$ cat src/sv/vbd_pkg.sv
// Shared types and constants of the variable-byte posting list decoder.
// Used by the channel interfaces, the decode stage and the top level.
// No dependencies.
package vbd_pkg;

    // Default configuration of the decoder
    localparam int MAX_VALUE_BYTES_DEF = 5;
    localparam int ID_WIDTH_DEF        = 32;

    // Fixed field widths of the channels
    localparam int BYTE_W = 8;
    localparam int OUT_W  = 32;
    localparam int CFG_W  = 32;
    localparam int IDX_W  = 3;

    // Terminator flag position and payload group width of one code byte
    localparam int END_BIT = 7;
    localparam int GROUP_W = 7;

    // Which value of the list comes next
    typedef enum logic [1:0] {
        PH_WORD = 2'd0,
        PH_GAP  = 2'd1,
        PH_FREQ = 2'd2,
        PH_IDLE = 2'd3
    } t_phase;

    // Result status codes
    typedef enum logic [1:0] {
        ST_OK       = 2'd0,
        ST_TRUNC    = 2'd1,
        ST_OVERLONG = 2'd2
    } t_status;

    typedef struct packed {
        logic [BYTE_W-1:0] data_byte;
        logic              first_byte;
        logic              last_byte;
    } t_in_item;

    typedef struct packed {
        logic [OUT_W-1:0] word_id;
        logic [OUT_W-1:0] docid;
        logic [OUT_W-1:0] frequency;
        t_status          status;
    } t_out_item;

endpackage

$ cat src/sv/vbd_if.sv
// Valid/ready channel interfaces of the posting list decoder.
// Depends on vbd_pkg for the byte and result payload types.
interface vbd_in_if;
    import vbd_pkg::*;

    logic     valid;
    logic     ready;
    t_in_item payload;

    modport source (output valid, output payload, input ready);
    modport sink   (input valid, input payload, output ready);
endinterface

interface vbd_out_if;
    import vbd_pkg::*;

    logic      valid;
    logic      ready;
    t_out_item payload;

    modport source (output valid, output payload, input ready);
    modport sink   (input valid, input payload, output ready);
endinterface

$ cat src/sv/vbd_decode.sv
// Decode stage: list state registers and the per-byte variable-byte decode.
// Depends on vbd_pkg; driven by the top level one registered byte per step.
module vbd_decode #(
    parameter int MAX_VALUE_BYTES = vbd_pkg::MAX_VALUE_BYTES_DEF,
    parameter int ID_WIDTH        = vbd_pkg::ID_WIDTH_DEF
) (
    input  logic                          i_clk,
    input  logic                          i_rst_n,
    input  logic                          i_step,
    input  vbd_pkg::t_in_item             i_item,
    input  logic [vbd_pkg::CFG_W-1:0]     i_min_docid,
    output logic                          o_emit,
    output vbd_pkg::t_out_item            o_result
);
    import vbd_pkg::*;

    localparam logic [IDX_W:0] MAX_CNT = (IDX_W+1)'(MAX_VALUE_BYTES);

    logic [ID_WIDTH-1:0] r_accum, n_accum;
    logic [IDX_W-1:0]    r_idx, n_idx;
    t_phase              r_phase, n_phase;
    logic [ID_WIDTH-1:0] r_prev, n_prev;
    logic [ID_WIDTH-1:0] r_pending, n_pending;
    logic [ID_WIDTH-1:0] r_word, n_word;

    // State as seen by this byte, after a list start clears it
    logic [ID_WIDTH-1:0] c_accum, c_prev, c_pending, c_word;
    logic [IDX_W-1:0]    c_idx;
    t_phase              c_phase;

    logic [5:0]          shift;
    logic [ID_WIDTH-1:0] group;
    logic [ID_WIDTH-1:0] value;
    logic [ID_WIDTH-1:0] docid_sum;
    logic [IDX_W:0]      idx_inc;

    // Clear list state on the first byte of a list
    always_comb begin
        if (i_item.first_byte) begin
            c_accum   = '0;
            c_idx     = '0;
            c_phase   = PH_WORD;
            c_prev    = '0;
            c_pending = '0;
            c_word    = '0;
        end else begin
            c_accum   = r_accum;
            c_idx     = r_idx;
            c_phase   = r_phase;
            c_prev    = r_prev;
            c_pending = r_pending;
            c_word    = r_word;
        end
    end

    // Place the 7-bit group at 7 * byte index, keep the low id bits
    assign shift     = {c_idx, 3'b000} - {3'b000, c_idx};
    assign group     = ID_WIDTH'(i_item.data_byte[GROUP_W-1:0]) << shift;
    assign value     = c_accum | group;
    assign docid_sum = c_prev + value;
    assign idx_inc   = {1'b0, c_idx} + (IDX_W+1)'(1);

    // Next state and result for one byte
    always_comb begin
        n_accum   = c_accum;
        n_idx     = c_idx;
        n_phase   = c_phase;
        n_prev    = c_prev;
        n_pending = c_pending;
        n_word    = c_word;
        o_emit    = 1'b0;
        o_result  = '{word_id: OUT_W'(c_word), docid: '0, frequency: '0, status: ST_OK};

        if (c_phase != PH_IDLE) begin
            if (!i_item.data_byte[END_BIT]) begin
                if (idx_inc >= MAX_CNT) begin
                    // Drop an overlong value and stop the list
                    n_phase         = PH_IDLE;
                    n_accum         = '0;
                    n_idx           = '0;
                    o_emit          = 1'b1;
                    o_result.status = ST_OVERLONG;
                end else if (i_item.last_byte) begin
                    // List ends inside a value
                    n_phase         = PH_IDLE;
                    n_accum         = '0;
                    n_idx           = '0;
                    o_emit          = 1'b1;
                    o_result.status = ST_TRUNC;
                end else begin
                    n_accum = value;
                    n_idx   = idx_inc[IDX_W-1:0];
                end
            end else begin
                n_accum = '0;
                n_idx   = '0;
                case (c_phase)
                    PH_WORD: begin
                        n_word  = value;
                        n_phase = i_item.last_byte ? PH_IDLE : PH_GAP;
                    end
                    PH_GAP: begin
                        n_pending = docid_sum;
                        n_prev    = docid_sum;
                        if (i_item.last_byte) begin
                            // Gap without its frequency
                            n_phase         = PH_IDLE;
                            o_emit          = 1'b1;
                            o_result.status = ST_TRUNC;
                        end else begin
                            n_phase = PH_FREQ;
                        end
                    end
                    PH_FREQ: begin
                        n_phase = i_item.last_byte ? PH_IDLE : PH_GAP;
                        if (CFG_W'(c_pending) >= i_min_docid) begin
                            o_emit             = 1'b1;
                            o_result.docid     = OUT_W'(c_pending);
                            o_result.frequency = OUT_W'(value);
                        end
                    end
                    default: begin
                    end
                endcase
            end
        end
    end

    // Advance list state once per decoded byte
    always_ff @(posedge i_clk) begin
        if (!i_rst_n) begin
            r_accum   <= '0;
            r_idx     <= '0;
            r_phase   <= PH_WORD;
            r_prev    <= '0;
            r_pending <= '0;
            r_word    <= '0;
        end else if (i_step) begin
            r_accum   <= n_accum;
            r_idx     <= n_idx;
            r_phase   <= n_phase;
            r_prev    <= n_prev;
            r_pending <= n_pending;
            r_word    <= n_word;
        end
    end

    a_idx_bound: assert property (@(posedge i_clk) disable iff (!i_rst_n)
        {1'b0, r_idx} < MAX_CNT)
        else $error("byte index reached the value byte limit");

    a_error_idles: assert property (@(posedge i_clk) disable iff (!i_rst_n)
        i_step && o_emit && o_result.status != ST_OK |=> r_phase == PH_IDLE)
        else $error("list not idle after an error result");

    a_skip_target: assert property (@(posedge i_clk) disable iff (!i_rst_n)
        i_step && o_emit && o_result.status == ST_OK |-> o_result.docid >= i_min_docid)
        else $error("pair below the skip target emitted");

endmodule

$ cat src/sv/varbyte_posting_decoder_unit.sv
// Top level of the variable-byte posting list decoder: channel registers,
// skip target register and the decode stage. Depends on vbd_pkg, vbd_if, vbd_decode.
//
//   channel | dir | handshake        | payload
//   --------+-----+------------------+--------------------------------------------
//   i_in    | in  | valid / ready    | data_byte[7:0], first_byte, last_byte
//   o_out   | out | valid / ready    | word_id, docid, frequency [31:0], status[1:0]
//   i_cfg   | in  | i_cfg_we         | i_cfg_wdata[31:0] -> min_docid
//
// One byte per cycle sustained while o_out does not stall; a byte's result, if it has one,
// leaves through the input register and then the result register.
// The decode between them is one shift, one OR, one 32-bit add and a compare.
// A stall on o_out holds both registers; i_in.ready stays high while the
// result register can move or the input register is empty.
// i_rst_n is synchronous, active low; it empties both registers, clears list
// state and sets the skip target to zero.
module varbyte_posting_decoder_unit #(
    parameter int MAX_VALUE_BYTES = vbd_pkg::MAX_VALUE_BYTES_DEF,
    parameter int ID_WIDTH        = vbd_pkg::ID_WIDTH_DEF
) (
    input  logic                      i_clk,
    input  logic                      i_rst_n,
    vbd_in_if.sink                    i_in,
    vbd_out_if.source                 o_out,
    input  logic                      i_cfg_we,
    input  logic [vbd_pkg::CFG_W-1:0] i_cfg_wdata
);
    import vbd_pkg::*;

    logic             r_in_valid;
    t_in_item         r_in;
    logic             r_out_valid;
    t_out_item        r_out;
    logic [CFG_W-1:0] r_min_docid;

    logic      advance;
    logic      step;
    logic      accept;
    logic      emit;
    t_out_item result;

    // Move when the result register is free or being taken
    assign advance    = !r_out_valid || o_out.ready;
    assign step       = r_in_valid && advance;
    assign i_in.ready = !r_in_valid || advance;
    assign accept     = i_in.valid && i_in.ready;

    assign o_out.valid   = r_out_valid;
    assign o_out.payload = r_out;

    // Skip target register
    always_ff @(posedge i_clk) begin
        if (!i_rst_n) begin
            r_min_docid <= '0;
        end else if (i_cfg_we) begin
            r_min_docid <= i_cfg_wdata;
        end
    end

    // Input register: capture a request, release it on a step
    always_ff @(posedge i_clk) begin
        if (!i_rst_n) begin
            r_in_valid <= 1'b0;
        end else if (accept) begin
            r_in_valid <= 1'b1;
        end else if (step) begin
            r_in_valid <= 1'b0;
        end
    end

    always_ff @(posedge i_clk) begin
        if (accept) begin
            r_in <= i_in.payload;
        end
    end

    vbd_decode #(
        .MAX_VALUE_BYTES (MAX_VALUE_BYTES),
        .ID_WIDTH        (ID_WIDTH)
    ) u_decode (
        .i_clk       (i_clk),
        .i_rst_n     (i_rst_n),
        .i_step      (step),
        .i_item      (r_in),
        .i_min_docid (r_min_docid),
        .o_emit      (emit),
        .o_result    (result)
    );

    // Result register: load a result, hold it while stalled
    always_ff @(posedge i_clk) begin
        if (!i_rst_n) begin
            r_out_valid <= 1'b0;
        end else if (advance) begin
            r_out_valid <= step && emit;
        end
    end

    always_ff @(posedge i_clk) begin
        if (step && emit) begin
            r_out <= result;
        end
    end

    a_error_zero: assert property (@(posedge i_clk) disable iff (!i_rst_n)
        r_out_valid && r_out.status != ST_OK |-> r_out.docid == '0 && r_out.frequency == '0)
        else $error("error result carries a pair");

    a_in_held: assert property (@(posedge i_clk) disable iff (!i_rst_n)
        r_in_valid && !advance |=> r_in_valid && $stable(r_in))
        else $error("pending byte lost during a stall");

    a_no_overrun: assert property (@(posedge i_clk) disable iff (!i_rst_n)
        r_out_valid && !o_out.ready |=> r_out_valid && $stable(r_out))
        else $error("result overwritten while stalled");

endmodule
$ cat src/flat_wrapper.sv
// flat-port wrapper written by rule: the top's interface ports become plain ports
module varbyte_posting_decoder_unit_flat import vbd_pkg::*;
#(
    parameter int MAX_VALUE_BYTES = vbd_pkg::MAX_VALUE_BYTES_DEF,
    parameter int ID_WIDTH        = vbd_pkg::ID_WIDTH_DEF
)
  (i_clk, i_rst_n, i_cfg_we, i_cfg_wdata, i_in_valid, i_in_payload, i_in_ready, o_out_valid, o_out_payload, o_out_ready);
  vbd_in_if i_in_i ();
  vbd_out_if o_out_i ();
  input  logic i_clk;
  input  logic i_rst_n;
  input  logic i_cfg_we;
  input  logic [vbd_pkg::CFG_W-1:0] i_cfg_wdata;
  input wire logic [$bits(i_in_i.valid)-1:0] i_in_valid;
  input wire logic [$bits(i_in_i.payload)-1:0] i_in_payload;
  output wire logic [$bits(i_in_i.ready)-1:0] i_in_ready;
  output wire logic [$bits(o_out_i.valid)-1:0] o_out_valid;
  output wire logic [$bits(o_out_i.payload)-1:0] o_out_payload;
  input wire logic [$bits(o_out_i.ready)-1:0] o_out_ready;
  assign i_in_i.valid = i_in_valid;
  assign i_in_i.payload = i_in_payload;
  assign i_in_ready = i_in_i.ready;
  assign o_out_valid = o_out_i.valid;
  assign o_out_payload = o_out_i.payload;
  assign o_out_i.ready = o_out_ready;
  varbyte_posting_decoder_unit #(.MAX_VALUE_BYTES(MAX_VALUE_BYTES), .ID_WIDTH(ID_WIDTH)) u_core (.i_clk(i_clk), .i_rst_n(i_rst_n), .i_in(i_in_i), .o_out(o_out_i), .i_cfg_we(i_cfg_we), .i_cfg_wdata(i_cfg_wdata));
endmodule
$ cat config.mk
export PLATFORM = sky130hd
export DESIGN_NAME = varbyte_posting_decoder_unit_flat
export DESIGN_NICKNAME = d
export VERILOG_FILES = /design/src/sv/vbd_pkg.sv /design/src/sv/vbd_if.sv /design/src/sv/vbd_decode.sv /design/src/sv/varbyte_posting_decoder_unit.sv /design/src/flat_wrapper.sv
export SDC_FILE = /design/constraint.sdc
export NUM_CORES = 1
export LEC_CHECK = 0
export BUFFER_PORTS_ARGS = -buffer_cell sky130_fd_sc_hd__buf_2
export CAP_MARGIN = 30
export CORE_ASPECT_RATIO = 1.2
export CORE_UTILIZATION = 56
export CTS_BUF_LIST = sky130_fd_sc_hd__clkbuf_4
export DETAILED_ROUTE_END_ITERATION = 7
export GPL_TIMING_DRIVEN = 1
export HOLD_SLACK_MARGIN = 0.02
export PLACE_DENSITY_LB_ADDON = 0.2
export SLEW_MARGIN = 25
export SYNTH_ARGS = -nofsm -noshare
export SYNTH_HDL_FRONTEND = slang
export SYNTH_SLANG_ARGS = --single-unit
$ cat constraint.sdc
create_clock -name i_clk -period 12.9 [get_ports i_clk]
set_clock_uncertainty 0.15 [all_clocks]
set_input_delay 0.645 -clock i_clk [delete_from_list [all_inputs] [get_ports i_clk]]
set_output_delay 0.645 -clock i_clk [all_outputs]
set_load 0.01 [all_outputs]
== Yosys cells after proc, flatten, opt, wreduce, memory -nomap -nowiden ==
Cells that the tools add are included.
Widths: inputs -> output; s select.

* Register bits after elaboration: 275
* Logic and storage cells: 79
* Output and inout port bits: 100

* Add/sub/neg operators: 3
* Bitwise logic cells: 1
* Equality and inequality tests: 3
* Reduce and logical (&&, ||, !) cells: 11
* Shift operators: 1
* Multiplexer cells: 42
* $lt $le $gt $ge: 2

{| class="wikitable"
|+ Operators by type and width
! cell !! number
|-
| $mux 32 || 17
|-
| $add 32x32->32 || 1
|-
| $ge 32x32->1 || 1
|-
| $or 32x32->32 || 1
|-
| $shl 7x6->32 || 1
|-
| $mux 2 || 9
|-
| $mux 3 || 5
|-
| $mux 1 || 9
|-
| $sub 6x3->6 || 1
|-
| $add 3x1->4 const B || 1
|-
| $ge 4x3->1 const B || 1
|-
| $pmux 2 s2 || 1
|-
| $reduce_and 4->1 || 1
|-
| $logic_and 1x1->1 || 3
|-
| $eq 2x1->1 const B || 1
|-
| $eq 2x2->1 const B || 1
|-
| $logic_not 1->1 || 2
|-
| $logic_not 2->1 || 1
|-
| $logic_or 1x1->1 || 2
|-
| $ne 2x2->1 const B || 1
|-
| $pmux 1 s2 || 1
|-
| $reduce_bool 2->1 || 1
|-
| $reduce_or 2->1 || 1
|}

== Depth between registers and ports, before layout ==
Gate-level depths: netlist of run 1.

* Word-level depth: 8
* Depth in mapped cells: 28
* Mapped depth without buffers: 21

== Hierarchy ==
Synthesis of run 1 repeated with hierarchy kept, for this count alone.

* Cell total of the unflattened synthesis: 1,406
* Area total of the unflattened synthesis: 13,972.2 um2

{| class="wikitable"
|+ Modules (own cells, without submodules)
! module !! cells each !! area an instance (um2) !! times used
|-
| vbd_decode || 1,182 || 9,387.8 || 1
|-
| varbyte_posting_decoder_unit || 224 || 4,584.4 || 1
|}

== Worst setup path after synthesis of run 1 ==
OpenSTA, ideal clock, no wires.

* Path type: register to register
* Start point: register u_core.r_in[1] in the netlist's numbering
* End point: register u_core.r_out (netlist bit u_core.o_out.payload[0]), enable pin
* Setup slack: 3.490 ns
* Stages on the path, launching flop included: 22
* Required time: 12.159 ns
* Period minus slack after synthesis: 9.410 ns
* Data arrival time: 8.669 ns
* Buffers on the path: 9
* Cell sequence: edfxtp_1 buf_2 buf_2 buf_2 clkbuf_1 clkbuf_1 buf_1 buf_1 clkbuf_1 clkbuf_1 nor2b_1 ha_1 a21o_1 a21o_1 a21o_1 a21oi_1 nor2b_1 o21ai_0 a21oi_1 o211a_1 nor3b_1 o22ai_1

* Cells in the longest elaborated chain, start to end: 7

{| class="wikitable"
|+ Ends and longest elaborated chain
! item !! RTL line !! text
|-
| start, declared || varbyte_posting_decoder_unit.sv:31 || <nowiki>t_in_item r_in;</nowiki>
|-
| start signal, assigned || varbyte_posting_decoder_unit.sv:73 || <nowiki>r_in <= i_in.payload;</nowiki>
|-
| $mux 32 || vbd_decode.sv:39 || <nowiki>if (i_item.first_byte) begin</nowiki>
|-
| named net u_core.u_decode.c_pending[1] || vbd_decode.sv:27 || <nowiki>logic [ID_WIDTH-1:0] c_accum, c_prev, c_pending, c_word;</nowiki>
|-
| $ge 32x32->1 || vbd_decode.sv:116 || <nowiki>if (CFG_W'(c_pending) >= i_min_docid) begin</nowiki>
|-
| $mux 1 || vbd_decode.sv:116 ||
|-
| $pmux 1 s2 || vbd_decode.sv:97 || <nowiki>case (c_phase)</nowiki>
|-
| $mux 1 || vbd_decode.sv:75 || <nowiki>if (!i_item.data_byte[END_BIT]) begin</nowiki>
|-
| $mux 1 || vbd_decode.sv:74 || <nowiki>if (c_phase != PH_IDLE) begin</nowiki>
|-
| $logic_and 1x1->1 || varbyte_posting_decoder_unit.sv:100 || <nowiki>if (step && emit) begin</nowiki>
|-
| end signal, assigned || varbyte_posting_decoder_unit.sv:101 || <nowiki>r_out <= result;</nowiki>
|-
| end, declared || varbyte_posting_decoder_unit.sv:33 || <nowiki>t_out_item r_out;</nowiki>
|}

The timed path passes the listed nets, and every way through them passes these cells.
A chain may end at the register's enable or synchronous reset.

== Final worst setup path of run 1 ==
* Start point: register u_core.r_in[1] in the netlist's numbering
* End point: register u_core.u_decode.r_pending[29]

* Cells in the longest elaborated chain, start to end: 8

{| class="wikitable"
|+ Ends and longest elaborated chain
! item !! RTL line !! text
|-
| $mux 3 || vbd_decode.sv:39 ||
|-
| $sub 6x3->6 || vbd_decode.sv:57 || <nowiki>assign shift = {c_idx, 3'b000} - {3'b000, c_idx};</nowiki>
|-
| $shl 7x6->32 || vbd_decode.sv:58 || <nowiki>assign group = ID_WIDTH'(i_item.data_byte[GROUP_W-1:0]) << shift;</nowiki>
|-
| $or 32x32->32 (*) || vbd_decode.sv:59 || <nowiki>assign value = c_accum | group;</nowiki>
|-
| named net u_core.u_decode.value[5] || vbd_decode.sv:33 || <nowiki>logic [ID_WIDTH-1:0] value;</nowiki>
|-
| $add 32x32->32 (*) || vbd_decode.sv:60 || <nowiki>assign docid_sum = c_prev + value;</nowiki>
|-
| $mux 32 (*) || vbd_decode.sv:97 ||
|-
| $mux 32 (*) || vbd_decode.sv:75 ||
|-
| $mux 32 (*) || vbd_decode.sv:74 ||
|-
| end signal, assigned || vbd_decode.sv:143 || <nowiki>r_pending <= n_pending;</nowiki>
|-
| end, declared || vbd_decode.sv:23 || <nowiki>logic [ID_WIDTH-1:0] r_pending, n_pending;</nowiki>
|}

The timed path passes the listed nets; every way through them passes the cells marked *.

==> run metrics, run 1 <==
Ys Warns 0; CTS tree done; Vias/cell around 5.9; post-synth top area cell dfxtp_1; flops & latches, synth around 280; H-Tree Depth 3; final cell count without fillers between 2,000 and 2,500; Worst-Skew Late Latency just over 0.7 ns; RSZ-0062 raised after global routing false; outcome completed; Wirelength per Cell approximately 20 um; Area Overhead vs Synth 14.3%; Pleak ~6.7 nW; fillers around 2,200; sequential cell area fraction in the yosys report approximately 44%; layout cells sized above 1 18.8%; Final nets about 1,900; MaxCap Viol Count 0; Detail Placement HPWL between 30,000 and 40,000 um; critical path capture point type flip-flop; Die W 151 um; Slew Limit Fails 0; largest cells by area after synthesis dfxtp_1, edfxtp_1, nor2b_1; total number of vias between 10,000 and 15,000; final period utilization ~53%; Post-synth ARST share 0%; Synth top area share about 22%; DRT Pass-1 Iters 5; WP data arrival approximately 7.4 ns; Die Area ~27,000 um2; Mapped Nets 1,689; kind of critical path flip-flop to flip-flop; final wirelength about 44,000 um; post-route antenna net violation count 0; Final Hold Vio Count 0; I/O pin cnt approximately 150; Die H ~180 um; Worst-path clk slew roughly 0.060 ns; post-synthesis area per instance 9.41 um2; routability cong. around 0.94; largest net degree at the start of global routing 85; Synth Cell Area 14,900 um2; clock buffer depth 3; Setup crit start kind flip-flop; total CTS buffers 73; fin crit period approximately 6.9 ns; DP Cell Count about 2,000; vias in the first global route roughly 12,000; Slew @ Worst Pin 1.05 ns; residual DRC count 0; count leader, synth nor2b_1; Required @ worst endpoint around 13 ns; first-pass GRT wire length 67,100 um; Fin Setup TNS 0 ns; IO buf count approximately 150; DR iter-0 viols approximately 850; Unique masters post-synth between 90 and 100; peak supply drop approximately 0.090 mV; # setup viols final 0; Synth Flop Type dfxtp_1; clock sinks 275; most frequent cells after synthesis nor2b_1, dfxtp_1, nand2_1; Total GRT Usage roughly a third; max_slew headroom about 30%; Placement Rows 65; Peak Freq about 0.15 GHz; Power Dens Cells between 100 and 150 nW/um2; Synth Instances about 1,600; antenna violations before repair 2; core box area roughly 26,000 um2; initial core utilization a little under three fifths; EDFF count, synth between 100 and 150; GRT overflow 0; root buf cell clkbuf_4; worst min-delay path class input pin to flip-flop; CP Max Fanout 22
==> registers in the layout, summed over array words and instances, names as in the netlist <==
| name | count |
|---|---|
| u_core.r_in_valid | 1 |
| u_core.u_decode.r_word | 32 |
| u_core.u_decode.r_prev | 32 |
| u_core.u_decode.r_pending | 32 |
| u_core.u_decode.r_phase | 2 |
| u_core.r_in | 10 |
| u_core.r_min_docid | 32 |
| u_core.u_decode.r_idx | 3 |
| u_core.o_out.valid | 1 |
| u_core.o_out.payload | 98 |
| u_core.u_decode.r_accum | 32 |
==> metrics by stage <==
stage	setup slack, ns	power (W)	area [um2]	hold WS [ns]	util, %
finish	6.04	0.00191	17100	0.0529	65.0
global route	5.69	0.00198	17100	0.0500	65.0
CTS	6.19	0.00192	17100	0.0204	65.0
detailed placement	6.20	0.00110	15900	0.294	60.7
global placement	6.29	0.00109	15900	0.284	60.6
floorplan	3.49	0.00105	14900	0.267	-
==> metal layers <==
metal | wire length (um) | vias up | track usage, % | share of wire [%]
li1 | - | 6033 | - | -
met1 | 17700 | 5994 | 38.6 | 40
met2 | 21000 | 498 | 53.2 | 48
met3 | 2730 | 134 | 6.14 | 6.2
met4 | 2500 | 0 | 19.0 | 5.7
met5 | 0 | - | 0 | 0
==> kinds of logic (layout without fill, tap and decap cells) <==
kind of cell / after synthesis / count (layout) / share of synthesized area (%)
compound gates: 415 / 415 / 19.4
xor+xnor: 42 / 42 / 2.51
fa+ha+maj: 59 / 59 / 4.90
buf+inv: 156 / 385 / 4.22
flops: 275 / 275 / 44.1
mux: 57 / 57 / 3.92
other cells: 0 / 1 / 0
simple gates: 585 / 585 / 21.0
==> cell usage in the layout, fill, tap and decap left out, types with 7 or more instances in the layout <==
cell,n
nand2_1,134
edfxtp_1,108
and2_1,50
a32oi_1,7
mux2_2,8
o31ai_1,10
a22o_1,10
nand3_1,17
nor2b_1,205
clkbuf_4,117
xor2_1,9
clkinv_1,12
inv_1,64
nand2b_1,22
a211oi_1,10
nor2_1,81
a21boi_0,30
nor3b_1,9
o21ai_1,7
nor3_1,17
a22oi_1,53
mux2i_1,48
buf_2,145
a31oi_1,12
nand4_1,8
o21ai_0,88
o22ai_1,10
ha_1,52
a21o_1,37
dlygate4sd3_1,13
a21oi_1,62
dfxtp_1,167
xnor2_1,32
buf_4,25
o21a_1,8
and3_1,10
==> cell type report <==
cell class                      instances  area [um2]  area share, %
Antenna cell                            1        2.50         0.0147
Clock buffer                          117         878           5.14
Clock inverter                         19         131          0.769
Inverter                               66         250           1.47
Multi-Input combinational cell       1158        7770           45.5
Sequential cell                       275        6590           38.6
Tap cell                              335         419           2.45
Timing Repair Buffer                  183        1040           6.11
==> timing repair <==
item,in CTS,in global routing
endpoints found under the hold margin,13,0
hold buffers,13,0
buffers inserted,0,0
gates resized for setup,0,0
==> worst max-delay path, cell delays in order, from the launching register on <==
cell,delay [ns]
edfxtp_1,0.77
and2b_1,0.44
inv_4,0.17
ha_1,0.69
inv_1,0.23
xnor2_2,0.47
mux2i_1,0.32
nand2_1,0.08
o21ai_0,0.34
ha_1,0.39
or2_2,0.31
o311a_1,0.15
a21boi_0,0.13
a211oi_1,0.37
a211oi_1,0.12
o31a_1,0.36
a21oi_1,0.44
o211ai_1,0.24
a31oi_1,0.26
mux2i_1,0.27
a21o_1,0.11
==> power by group <==
group	switching [W]	internal (W)
logic	0.0000946	0.0000548
registers	0.0000134	0.000919
clock network	0.000373	0.000452
==> worst paths after layout <==
check,slack (ns),cells past startpoint,to,startpoint
min,0.05,3,u_core.r_min_docid[26],i_cfg_wdata[26]
min reg2reg,0.30,2,u_core.u_decode.r_prev[30],u_core.u_decode.r_prev[30]
max,6.04,20,u_core.u_decode.r_pending[29],u_core.r_in[1]
max reg2reg,6.04,20,u_core.u_decode.r_pending[29],u_core.r_in[1]
Power figures use the tool's default switching activity.
==> run 2: changes to the inputs <==
Clock period 12.9 ns to 6.43 ns, I/O delays scaled along.
==> run 2 against run 1 <==
- clock power grew 110%
- largest cell class unchanged
- total power grew 110%
- count of clock-buffer cells in the layout is 5 lower
- die area stayed put
- global-route usage up 1.2 points
==> run metrics, run 2 (same netlist as run 1, synthesis figures left out) <==
Slew @ Worst Pin 0.977 ns; core box area ~26,000 um2; dpl ws between 0.7 and 0.8 ns; Fin Setup TNS 0 ns; max FFs per register 98; Total GRT Usage between 30% and 40%; initial core utilization 56.9%; Die W between 150 and 200 um; Final Hold Vio Count 0; Detail Placement HPWL roughly 31,000 um; Final nets between 1,500 and 2,000; most frequent cells in the layout nor2b_1, dfxtp_1, buf_2; # setup viols final 0; vias in the first global route roughly 13,000; DR iter-0 viols between 900 and 1,000; Required @ worst endpoint roughly 6.9 ns; GRT overflow 0; Power Dens Cells ~220 nW/um2; clock sinks between 200 and 300; Slew Limit Fails 0; commonest non-fill, non-tap cell in the layout nor2b_1; fillers 2,129; peak supply drop about 0.15 mV; IO buf count roughly 150; clock share of power approximately 43%; Die Area roughly 27,000 um2; Area Overhead vs Synth 19.6%; Vias/cell approximately 5.8; root buf cell clkbuf_4; I/O pin cnt 147; residual DRC count 0; final core utilization 68.0%; Setup crit start kind flip-flop; sw power between 0.0009 and 0.001 W; Placement Rows 65; Worst-Skew Late Latency approximately 0.73 ns; worst min-delay path class input pin to flip-flop; outcome completed; antenna violations before repair 2; RSZ-0062 raised after global routing false; CP Max Fanout 9; cts repair resizes 0; worst reg2reg startpoint u_core.r_in[1]; Flop pwr share a little under half; post-route antenna net violation count 0; WP data arrival roughly 6.2 ns; CP startpoint u_core.r_in[1]; Comb power frac 8.8%; DRT Pass-1 Iters 5; Die H about 180 um; fin crit period ~5.7 ns; total CTS buffers 73; routability cong. 0.953; final wirelength approximately 46,000 um; HP Start i_in_payload[2]; final period utilization around 89%; kind of critical path flip-flop to flip-flop; Peak Freq roughly 0.18 GHz; max_slew headroom 34.9%; Wirelength per Cell around 20 um; layout cells sized above 1 18.7%; first-pass GRT wire length about 69,000 um; H-Tree Depth 3; critical path capture point type flip-flop; MaxCap Viol Count 0; Int Pwr approximately 0.0029 W; Pleak between 7 and 8 nW; largest net degree at the start of global routing 97; Sw Ratio 24.8%; CTS hold repair buffers 78; fin worst setup slack around 0.73 ns; Worst-path clk slew ~0.060 ns; CTS tree done; Post-CTS Setup Inserts 0; total number of vias 12,900; clock buffer depth 3
-- run 2: metrics by stage --
| stage | instance area, um2 | std cells | hold WS [ns] | power, W |
|---|---|---|---|---|
| finish | 17900 | 2231 | 0.171 | 0.00391 |
| global route | 17900 | 2231 | 0.135 | 0.00407 |
| CTS | 17900 | 2229 | 0.121 | 0.00394 |
| detailed placement | 16000 | 2016 | 0.284 | 0.00221 |
| global placement | 16000 | 2015 | 0.282 | 0.00220 |
| floorplan | 15000 | 1589 | 0.267 | 0.00210 |
-- run 2: layout make-up --
class,instances,area [um2],share of cell area [%]
well taps,335,419,2.35
clock inverters,23,199,1.11
flip-flops and latches,275,6590,36.9
diodes,2,5.00,0.0280
clock buffers,112,841,4.70
multi-input cells,1158,7770,43.5
repair buffers,260,1800,10.1
inverters,66,250,1.40
-- run 2: worst max-delay path, cell delays in order (launching register included) --
cell and delay (ns):
edfxtp_1 0.40, and2b_1 0.27, inv_4 0.07, ha_1 0.47, mux2_2 0.40, mux2_2 0.26
mux2_2 0.30, a22o_1 0.27, ha_1 0.37, o21ai_0 0.10, o21ai_0 0.22, nand2_1 0.13
o31ai_1 0.36, o21ai_0 0.18, a21oi_2 0.20, o211ai_2 0.14, o31ai_4 0.41, a31oi_2 0.19
maj3_2 0.32, or3_1 0.36, nand3_1 0.09
-- run 2: power by group through the flow --
stage               Sequential, W  Combinational [W]  Clock, W
CTS                       0.00187           0.000339   0.00173
detailed placement        0.00191           0.000300         0
global placement          0.00191           0.000294         0
floorplan                 0.00191           0.000191         0
finish                    0.00187           0.000346   0.00170
global route              0.00187           0.000373   0.00182
-- run 2: path summary, 6_finish.rpt --
kind                                                      end  slack, ns  depth (start not counted)
worst max-delay path            u_core.u_decode.r_pending[18]       0.73                         20
worst min-delay path                           u_core.r_in[2]       0.17                          2
worst max register to register  u_core.u_decode.r_pending[18]       0.73                         20
worst min register to register     u_core.u_decode.r_prev[30]       0.30                          2
-- run 2: per-layer routing --
layer | vias to the layer above | wire length [um] | share of wire, % | GRT usage, %
li1 | 6191 | - | - | -
met1 | 6155 | 18200 | 40 | 39.1
met2 | 459 | 22700 | 50 | 57.2
met3 | 138 | 2280 | 5.0 | 5.18
met4 | 0 | 2420 | 5.3 | 19.5
met5 | - | 0 | 0 | 0
==> run 3: changes to the inputs <==
Settings changed: GPL_TIMING_DRIVEN 1 to 0, SYNTH_HIERARCHICAL set to 1.
==> run 3 against run 2 <==
- area after synthesis decreased by 6.5%
- sequential power about the same
- register-to-register slack got worse by 0.05 ns
- sequential cell count unchanged
- largest power group unchanged
- first-iteration DRC count increased by 1.6%
- worst setup slack got worse by 0.046 ns
- routed wire length decreased by 9.9%
- via count decreased by 8.2%
- worst hold slack got worse by 0.042 ns
- clock power decreased by 3%
- core utilization increased by 2.3 points
- critical endpoint is now u_core/o_out.payload[9]
- highest routed layer unchanged
- global-route usage decreased by 1.4 points
==> run metrics, run 3 <==
flops & latches, synth about 280; Synth Cell Area around 14,000 um2; Synth Instances approximately 1,400; Hold Slack approximately 0.13 ns; MaxCap Viol Count 0; CP startpoint u_core/r_in[1]; Total GRT Usage 32.0%; residual DRC count 0; met3 Usage GRT under 10%; core box area 24,200 um2; Die H between 150 and 200 um; Worst Setup EP u_core/o_out.payload[9]; Setup crit start kind flip-flop; # setup viols final 0; Placement Rows 62; Area Overhead vs Synth 21.8%; Final nets approximately 1,800; count leader, synth nor2b_1; root buf cell clkbuf_4; I/O pin cnt between 100 and 150; HP Start i_rst_n; Pleak approximately 7.3 nW; R2R setup slack between 0.6 and 0.7 ns; layout cells sized above 1 between 10% and 20%; Worst-path clk slew ~0.070 ns; max FFs per register a little under 100; GRT overflow 0; gr busiest metal met2; total number of vias 11,900; post-synthesis area per instance around 10 um2; first-pass GRT wire length 62,600 um; post-synth top area cell dfxtp_1; worst min-delay path class input pin to flip-flop; vias in the first global route ~12,000; R2R cell count 16; CP Max Fanout 24; initial core utilization 57.7%; clock sinks 275; Vias/cell between 5 and 6; IO buf count around 150; H-Tree Depth 3; worst path cell trace buf_6, clkbuf_1, clkbuf_1, nor2_1, ha_1, a21o_1, a2111oi_0, o211ai_1, nand4_1, nand3b_1, o221a_2, nand2_1, nor2_4, buf_12, buf_16, buf_16; largest net degree at the start of global routing 25; cts repair resizes 0; Ys Warns 6; Required @ worst endpoint 6.69 ns; kind of critical path flip-flop to flip-flop; Die W approximately 150 um; Power Dens Cells around 220 nW/um2; worst reg2reg startpoint u_core/r_in[1]; fin crit period roughly 5.7 ns; Die Area about 26,000 um2; mux contribution to synthesized area about 3.5%; most frequent cells in the layout nor2b_1, dfxtp_1, buf_2; most frequent cells after synthesis nor2b_1, dfxtp_1, nand2_1; fraction of the mapped netlist area in simple logic gates 20.0%; GR Util met1 36.6%; Mapped Nets between 1,500 and 2,000; final period utilization around nine tenths; adder-cell share of the synthesized area slightly above 6%; FF-to-FF End u_core/o_out.payload[9]; Wirelength per Cell just under 20 um; final core utilization 70.3%; Critical Path Max Stage Delay 0.59 ns; final wirelength 41,100 um; Synth Flop Type dfxtp_1; Post-CTS Setup Inserts 0; Slew @ Worst Pin ~1.1 ns; post-route antenna net violation count 0; largest family of logic cells by synthesized area simple AND/OR/NAND/NOR gates; Synth top area share a little under a quarter; clock buffer depth 3; Slowest-stage cell, CP clkbuf_1; EDFF count, synth roughly 110; Detail Placement HPWL around 29,000 um; CTS tree done; critical path capture point type flip-flop; post-synthesis xor/xnor area fraction between 1.5 and 2%; max_slew headroom a little over a quarter; Slew Limit Fails 0; DRT Pass-1 Iters 5; largest cells by area after synthesis dfxtp_1, edfxtp_1, nor2b_1; Worst-Skew Late Latency approximately 0.7 ns; peak supply drop between 0.15 and 0.2 mV; total CTS buffers between 70 and 80; Peak Freq approximately 0.17 GHz; Post-synth ARST share 0%; post-synthesis compound-gate area fraction between 15 and 20%; commonest non-fill, non-tap cell in the layout nor2b_1; antenna violations before repair 1; DR iter-0 viols 932; routability cong. around 0.94; Unique masters post-synth 81; WP data arrival ~6 ns; outcome completed; M2 GR Usage 56.0%; Final Hold Vio Count 0; RSZ-0062 raised after global routing false; sequential cell area fraction in the yosys report between 40% and 50%
## run 3: changes by cell type in the layout (fill, tap and decap cells not counted), sizes merged, moves of 19 or more
cell	delta
xnor2	-19
clkbuf	+58
nor2b	-20
nor2	-24
o21ai	-28
and2	-26
and3	+49
## run 3: final cells by class
cell class | instances | area, um2
timing repair buffer | 230 | 1640
tap | 320 | 400
multi-input combinational | 988 | 6720
sequential | 275 | 6590
antenna | 1 | 2.50
fill | 1872 | 7180
buffer | 82 | 450
inverter | 61 | 229
clock buffer | 106 | 796
clock inverter | 26 | 203
## run 3: power breakdown
part / internal, W / switching (W) / total, W
logic: 0.000138 / 0.000189 / 0.000327
clock network: 0.000919 / 0.000731 / 0.00165
registers: 0.00183 / 0.0000169 / 0.00185
total: 0.00289 / 0.000937 / 0.00383
## run 3: critical path: cells and delay by family, from the launching register on
family / cells / cell delay [ns]
AO/OA/AOI/OAI: 4 / 1.50
adder cells (fa/ha/maj): 1 / 0.23
flip-flops: 1 / 0.49
buffers and inverters: 6 / 1.87
AND/OR/NAND/NOR: 5 / 1.21
## run 3: kinds of logic (layout without fill, tap and decap cells)
logic type,count (synthesis),count (layout)
multiplexers,49,49
buffers and inverters,143,505
AND/OR/NAND/NOR,521,521
adder cells (fa/ha/maj),69,69
AO/OA/AOI/OAI,323,323
flip-flops,275,275
other,0,1
XOR/XNOR,26,26
## run 3: stage by stage
step	setup WS, ns	area [um2]	power [W]	instances	setup TNS (ns)
CTS	0.833	17000	0.00384	2088	0
global placement	-1.69	15100	0.00215	1871	-163.41
detailed placement	0.833	15200	0.00216	1875	0
finish	0.685	17000	0.00383	2089	0
global route	0.627	17000	0.00398	2089	0
floorplan	0.675	14000	0.00206	1406	0
## run 3: worst min path at each step
stage                                          to  slack [ns]  depth (start not counted)
floorplan           u_core/u_decode/r_pending[15]        0.26                          2
global placement    u_core/u_decode/r_pending[20]        0.28                          2
detailed placement  u_core/u_decode/r_pending[20]        0.28                          2
CTS                        u_core/r_min_docid[14]        0.07                          3
global route               u_core/r_min_docid[19]        0.10                          3
finish                      u_core/r_min_docid[5]        0.13                          3
## run 3: repair_timing
| item | in CTS | in global routing |
|---|---|---|
| endpoints found under the setup margin | 0 | 0 |
| endpoints found under the hold margin | 44 | 0 |
| hold buffers | 81 | 0 |
## run 3: layer usage
layer  routed length [um]  up-vias  part of all wire, %
met4                 1930        0                  4.7
met1                16000     5644                   39
met5                    0        -                    0
li1                     -     5632                    -
met3                 2910      115                  7.1
met2                20200      494                   49
